[src/hdl/salc_pkg.sv]
package salc_pkg;

  // Default geometry.
  localparam int AddrBitsDef  = 32;
  localparam int LineBytesDef = 16;
  localparam int SetsDef      = 16;
  localparam int WaysDef      = 4;

  // Input action codes.
  localparam logic [1:0] ACT_READ  = 2'd0;
  localparam logic [1:0] ACT_WRITE = 2'd1;
  localparam logic [1:0] ACT_FILL  = 2'd2;

  // Result kind codes.
  localparam logic [1:0] KIND_RESP  = 2'd0;
  localparam logic [1:0] KIND_MWR   = 2'd1;
  localparam logic [1:0] KIND_MRD   = 2'd2;
  localparam logic [1:0] KIND_ERROR = 2'd3;

  // Commands from the controller to the datapath.
  typedef struct packed {
    logic capture;    // register the accepted word
    logic lookup;     // register tag compare and victim choice
    logic hit_update; // apply a hit (LRU, write, dirty)
    logic set_miss;   // record the pending miss
    logic fill_wr;    // store one fill byte
    logic install;    // install the filled line
    logic idx_clr;    // clear the byte counter
    logic idx_inc;    // advance the byte counter
    logic wb_rd;      // read the write-back byte at the counter
  } salc_cmd_t;

  // Status from the datapath to the controller.
  typedef struct packed {
    logic [1:0] action;
    logic       pending;
    logic       hit;
    logic       wb_needed;
    logic       idx_last;
    logic       fill_last;
  } salc_sts_t;

endpackage

[src/hdl/salc_ctrl.sv]
module salc_ctrl (
  input  logic                clk,
  input  logic                rst,
  input  logic                in_valid,
  output logic                in_ready,
  output logic                out_valid,
  input  logic                out_ready,
  output logic [1:0]          out_kind,
  output logic                out_hit,
  output logic                out_last,
  output logic                out_sel_byte,
  output salc_pkg::salc_cmd_t cmd,
  input  salc_pkg::salc_sts_t sts
);
  import salc_pkg::*;

  typedef enum logic [2:0] {
    S_IDLE, S_DECODE, S_LOOKUP, S_WB_RD, S_WB, S_REQ, S_RESP_RD, S_RESP
  } state_t;

  state_t state;
  state_t state_next;
  logic [1:0] kind_next;
  logic       hit_next;

  assign in_ready  = (state == S_IDLE);
  assign out_valid = (state == S_WB) || (state == S_REQ) || (state == S_RESP);
  assign out_sel_byte = (state == S_WB) || (out_kind == KIND_RESP && !hit_next);

  // Next state and commands.
  always_comb begin
    cmd = '0;
    state_next = state;
    out_last = 1'b0;
    case (state)
      S_IDLE: begin
        if (in_valid) begin
          cmd.capture = 1'b1;
          state_next = S_DECODE;
        end
      end
      S_DECODE: begin
        if (sts.action == ACT_FILL) begin
          if (!sts.pending) begin
            state_next = S_RESP;
          end else if (sts.fill_last) begin
            cmd.fill_wr = 1'b1;
            cmd.idx_clr = 1'b1;
            state_next = S_RESP_RD;
          end else begin
            cmd.fill_wr = 1'b1;
            cmd.idx_inc = 1'b1;
            state_next = S_IDLE;
          end
        end else if (sts.action != ACT_READ && sts.action != ACT_WRITE || sts.pending) begin
          state_next = S_RESP;
        end else begin
          cmd.idx_clr = 1'b1;
          cmd.lookup = 1'b1;
          state_next = S_LOOKUP;
        end
      end
      S_LOOKUP: begin
        if (sts.hit) begin
          cmd.hit_update = 1'b1;
          state_next = S_RESP;
        end else begin
          cmd.set_miss = 1'b1;
          if (sts.wb_needed) begin
            cmd.wb_rd = 1'b1;
            state_next = S_WB;
          end else begin
            state_next = S_REQ;
          end
        end
      end
      S_WB_RD: begin
        cmd.wb_rd = 1'b1;
        state_next = S_WB;
      end
      S_WB: begin
        if (out_ready) begin
          if (sts.idx_last) begin
            cmd.idx_clr = 1'b1;
            state_next = S_REQ;
          end else begin
            cmd.idx_inc = 1'b1;
            state_next = S_WB_RD;
          end
        end
      end
      S_REQ: begin
        out_last = sts.idx_last;
        if (out_ready) begin
          if (sts.idx_last) begin
            cmd.idx_clr = 1'b1;
            state_next = S_IDLE;
          end else begin
            cmd.idx_inc = 1'b1;
          end
        end
      end
      S_RESP_RD: begin
        cmd.install = 1'b1;
        state_next = S_RESP;
      end
      S_RESP: begin
        out_last = 1'b1;
        if (out_ready) begin
          state_next = S_IDLE;
        end
      end
      default: state_next = S_IDLE;
    endcase
  end

  // Output kind and hit flag for the coming state.
  always_comb begin
    kind_next = out_kind;
    hit_next = out_hit;
    case (state_next)
      S_WB: begin
        kind_next = KIND_MWR;
        hit_next = 1'b0;
      end
      S_REQ: begin
        kind_next = KIND_MRD;
        hit_next = 1'b0;
      end
      S_RESP: begin
        if (state == S_DECODE) begin
          kind_next = KIND_ERROR;
          hit_next = 1'b0;
        end else if (state == S_LOOKUP) begin
          kind_next = KIND_RESP;
          hit_next = 1'b1;
        end else if (state == S_RESP_RD) begin
          kind_next = KIND_RESP;
          hit_next = 1'b0;
        end
      end
      default: ;
    endcase
  end

  always_ff @(posedge clk) begin
    if (rst) begin
      state <= S_IDLE;
      out_kind <= KIND_RESP;
      out_hit <= 1'b0;
    end else begin
      state <= state_next;
      out_kind <= kind_next;
      out_hit <= hit_next;
    end
  end

endmodule

[config.mk]
export PLATFORM = sky130hd
export DESIGN_NAME = salc_ctrl
export DESIGN_NICKNAME = d
export VERILOG_FILES = /design/src/hdl/salc_pkg.sv /design/src/hdl/salc_ctrl.sv
export SDC_FILE = /design/constraint.sdc
export NUM_CORES = 1
export LEC_CHECK = 0
export ABC_AREA = 0
export BUFFER_PORTS_ARGS = -buffer_cell sky130_fd_sc_hd__clkbuf_2
export CAP_MARGIN = 25
export CORE_AREA = 5 5 43 45
export CTS_CLUSTER_SIZE = 10
export DETAILED_ROUTE_END_ITERATION = 8
export DIE_AREA = 0 0 48 50
export HOLD_SLACK_MARGIN = 0.05
export PLACE_DENSITY_LB_ADDON = 0.1
export SLEW_MARGIN = 20
export SYNTH_ARGS = -nofsm -noshare
export SYNTH_HDL_FRONTEND = slang
export SYNTH_SLANG_ARGS = --single-unit
[constraint.sdc]
create_clock -name clk -period 2.05 [get_ports clk]
set_input_delay 0.1025 -clock clk [delete_from_list [all_inputs] [get_ports clk]]
set_output_delay 0.1025 -clock clk [all_outputs]
set_load 0.01 [all_outputs]
# Word level (Yosys, flattened, before mapping)
# Index checks and enable logic that the tools add are counted.
# word_totals
wordCells,76
ram_bits,0
in_bits,11
mem_count,0
register_bits,6
rom_bits,0
latchBits,0
# classes
reduce_logical,14
n_mul,0
muxes,46
n_lt_le_gt_ge,0
div,0
eq_ne,13
n_addsub,0
shift,0
n_bitwise,0
# op_table
operator,count
2-to-1 mux 3 bit,10
case mux 3 bit (8 select lines),1
2-to-1 mux 1 bit,23
"equality test 3 bit, second input constant",7
2-to-1 mux 2 bit,7
"equality test 3 x 2 -> 1 bit, second input constant",2
case mux 1 bit (2 select lines),3
case mux 2 bit (3 select lines),1
logical OR 1 bit,4
"inequality test 4 bit, second input constant",1
case mux 2 bit (2 select lines),1
OR reduction 2 bit,2
"equality test 3 x 1 -> 1 bit, second input constant",1
logical NOT 3 bit,1
nonzero test 3 bit,1
"equality test 2 bit, second input constant",1
logical AND 1 bit,2
logical NOT 2 bit,1
"inequality test 2 x 1 -> 1 bit, second input constant",1
AND reduction 2 bit,1
nonzero test 2 bit,1
logical NOT 1 bit,1

# Longest topological paths before layout
# logic_depth
depth_word,12
depth_mapped,7
ltp_nobuf,5

# Least setup slack after synthesis
# OpenSTA, ideal clock, no wires.
# synth_path
kind,register -> output
startpoint,register state[1]
endpoint,output out_sel_byte
path_stages_with_launch,7
t_arrival_ns,1.570
setup_slack_ns,0.377
required_time_ns,1.947
cell_sequence,dfxtp_1 -> buf_4 -> nor4b_1 -> a31oi_1 -> o211ai_2 -> o211a_1 -> a211o_1
# synth_via
elab_chain_len,9
elab_cells_between_ends,25
classes_between,eq/ne: 10; mux: 10; reduce/logical: 5
# synth_lines
element,line_no,rtl
start: declaration,salc_ctrl.sv:21,state_t state;
start signal: assignment,salc_ctrl.sv:152,state <= state_next;
2-to-1 mux 3 bit,salc_ctrl.sv:95,if (sts.idx_last) begin
2-to-1 mux 3 bit,salc_ctrl.sv:94,if (out_ready) begin
case mux 3 bit (8 select lines),salc_ctrl.sv:35,case (state)
equality test 3 bit,salc_ctrl.sv:121,case (state_next)
OR reduction 2 bit (no line),--,
case mux 1 bit (2 select lines),salc_ctrl.sv:121,
logical NOT 1 bit,salc_ctrl.sv:28,assign out_sel_byte = (state == S_WB) || (out_kind == KIND_RESP && !hit_next);
logical AND 1 bit,salc_ctrl.sv:28,
logical OR 1 bit *,salc_ctrl.sv:28,
end: declaration,salc_ctrl.sv:11,"output logic out_sel_byte,"
# Every way passes the cells marked *; elsewhere a longest branch is shown, timed or not.

# Final worst setup path
# layout_path
startpoint,register state[2]
endpoint,output out_sel_byte
# Same word-level chain as after synthesis.

==> out/results.txt <==
Syn avg cell area: 7.710 um^2
Vias in the first global route: 622
Routed wl met3: 79 um
Remaining global-route overflow: 0
Placer Congestion: 0.7721
Most common cell after layout, fill and taps aside: clkbuf_2
Synthesis Warnings: 0
Worst reg2reg path depth: 8
Total GRT Usage: 15.22%
Element type at the critical path start: flip-flop
Min-Delay Path Depth: 2
# nets final: 125
Final setup vio count: 0
Setup TNS: 0 ns
Post-route ant nets: 0
Fillers: 139
Slew Limit Fails: 0
Via count: 697
Minimum clock period: 1.957 ns
Die width: 48 um
Placed cell area: 725.7 um^2
Routed vias/inst: 5.445
Power density cells: 1608 nW/um^2
Initial DRC Count: 13
First-pass GRT wire length: 2663 um
Critical Path, Cell by Cell: and4bb_1 > a211oi_2 > or3_1 > o211a_1 > a211o_1 > buf_2
DIE AREA: 2400 um^2
1st-pass router iterations: 4
Crit Path Class: flip-flop to primary output
Register area: 128.9 um^2
Die H: 50 um
Core box area: 1436 um^2
Setup crit end kind: primary output
Hold/Removal Path Class: input port to flip-flop
FMAX: 511.0 MHz
R2R Path End: out_kind[1]
Setup slack, reg-to-reg: 0.26 ns
CTS tree: built
H-tree lvl count: 1
Final WS setup: 0.09297 ns
Layout Utilization: 58.97%
CTS Buffer Depth: 2
Syn Nets: 85
P_leak: 0.4195 nW
Crit path buf inv count: 1
Initial antenna violation count: 0
IO Count: 27
Synthesized cell area: 570.5 um^2
Num CTS Buffers: 3
N_diodes: 0
Worst vdd rail ir drop: 862.6 uV
Clk pin slew, worst setup/hold paths: 0.04 ns
Final Hold Fails: 0
CP max stage delay: 0.46 ns
Clk_lat worst skew: 0.24 ns
Synth Instances: 74
Status: completed
Multi-input logic area: 432.9 um^2
Top cell family by delay on the critical path: simple AND/OR/NAND/NOR gates
Clk_skew: 0.0002397 ns
Routed wire length: 1658 um
Sequential-to-total area share from yosys stat: 21.05%
Post-place setup slack: 0.1321 ns
Worst slew pin tran: 0.3900 ns
Req. time, crit path: 1.95 ns
Row count: 14
Cell variety after synth: 34
Post-DP HPWL: 1222 um
#FFs+latches synth: 6
Finished Cell Area: 847.1 um^2
Met2 WL post-DR: 793 um
Arrival time worst endpoint: 1.85 ns
Worst slew margin: 73.95%
Clock sinks: 6
DRC viols: 0
IO buf count: 26
Root buffer selected by CTS: clkbuf_4
Max Used Layer: met4
Crit path max-delay cell type: dfxtp_2
WHS Endpoint: state[1]
Share of cells above drive strength 1: 43.75%
Initial core utilization: 39.72%
Wl on met1: 762 um
Area Growth Syn to Fin: 48.46%
Final Cycle Share: 95.46%
Most frequent cells in the layout: clkbuf_2, buf_4, nor2_1
Largest net degree at the start of global routing: 15
CTS Hold Bufs: 0
Wirelength per Cell: 12.95 um
Max-cap violation count: 0
Critical path peak fanout: 12
Hold Startpoint: rst
R2R Path Start: state[2]
[through the flow]
stage | std cells | hold WS (ns) | power, mW
after detailed placement | 116 | 0.3526 | 1.017
after global routing | 128 | 0.08634 | 1.491
after floorplan | 74 | 0.1716 | 0.7863
after CTS | 122 | 0.08408 | 1.210
final | 128 | 0.09145 | 1.362
after global placement | 116 | 0.3644 | 1.015
[Yosys cell counts]
master	instances	area, um^2
nor4_1	1	6.260
o221ai_1	1	8.760
nor2b_1	2	12.51
dfxtp_1	6	120.1
a21boi_0	1	7.510
nand3b_1	2	15.01
and4b_1	2	20.02
a31oi_1	4	25.02
inv_1	1	3.750
o32ai_1	1	8.760
and2_4	1	8.760
nand2_1	5	18.77
or2b_1	1	7.510
nor2_1	7	26.28
and4bb_1	1	12.51
or3_1	1	6.260
nor3b_2	1	12.51
nor4b_1	2	17.52
o21ai_1	2	10.01
o211ai_2	1	12.51
nor3b_1	2	15.01
a21oi_1	5	25.02
o211a_1	2	20.02
and3_1	1	6.260
and3b_1	1	8.760
or3b_1	1	8.760
buf_4	2	15.01
buf_2	2	10.01
a211o_1	3	26.28
a211oi_1	1	7.510
nand2b_1	3	18.77
nor3_1	4	20.02
o21a_1	3	22.52
and2_1	1	6.260
[worst max-delay path by stage]
stage               startpoint            to  cells past startpoint
finish                state[2]  out_sel_byte                      6
global route          state[1]  out_sel_byte                      7
CTS                   state[0]  out_sel_byte                      7
floorplan             state[1]  out_sel_byte                      6
detailed placement    state[1]  out_sel_byte                      7
global placement      state[1]  out_sel_byte                      6
[power breakdown]
part	internal, mW	switching, mW	leakage [nW]
Combinational	0.538	0.447	0.355
Clock	0.0661	0.0414	0.0138
Sequential	0.177	0.0928	0.0510
[cells by family after synthesis]
kind of cell	after synthesis	share of synthesized area, %
compound gates	24	30.48
buf+inv	5	5.043
flops	6	21.05
simple gates	39	43.42
[area by class of cell]
type                    count  area share, %
clock buffers               3          2.659
repair buffers             39          28.21
inverters                   1         0.4431
multi-input cells          63          51.11
flip-flops and latches      6          15.21
well taps                  16          2.363
[worst reg2reg max path, delay by kind of cell (launching register included)]
| kind | cells | cell delay, ns |
|---|---|---|
| AOI/OAI and AO/OA | 4 | 0.54 |
| and+or+nand+nor | 1 | 0.34 |
| buffers and inverters | 3 | 0.46 |
| DFF | 1 | 0.38 |
[state kept, by name, summed over array words and instances, names as in the netlist]
| register | count |
|---|---|
| state | 3 |
| out_hit | 1 |
| out_kind | 2 |
[metal layers]
metal | vias up | track usage [%]
met5 | - | 0
met4 | 0 | 8.072
met3 | 2 | 3.273
met2 | 17 | 21.81
met1 | 313 | 20.43
li1 | 365 | -
[what timing repair did]
item | CTS | global route
hold endpoints to repair | 0 | 0
gates resized for setup | 6 | 8
pin swaps | 1 | 5
setup buffers | 3 | 6
setup endpoints to repair | 1 | 1
Note: power is estimated with default switching activity, not from simulation.
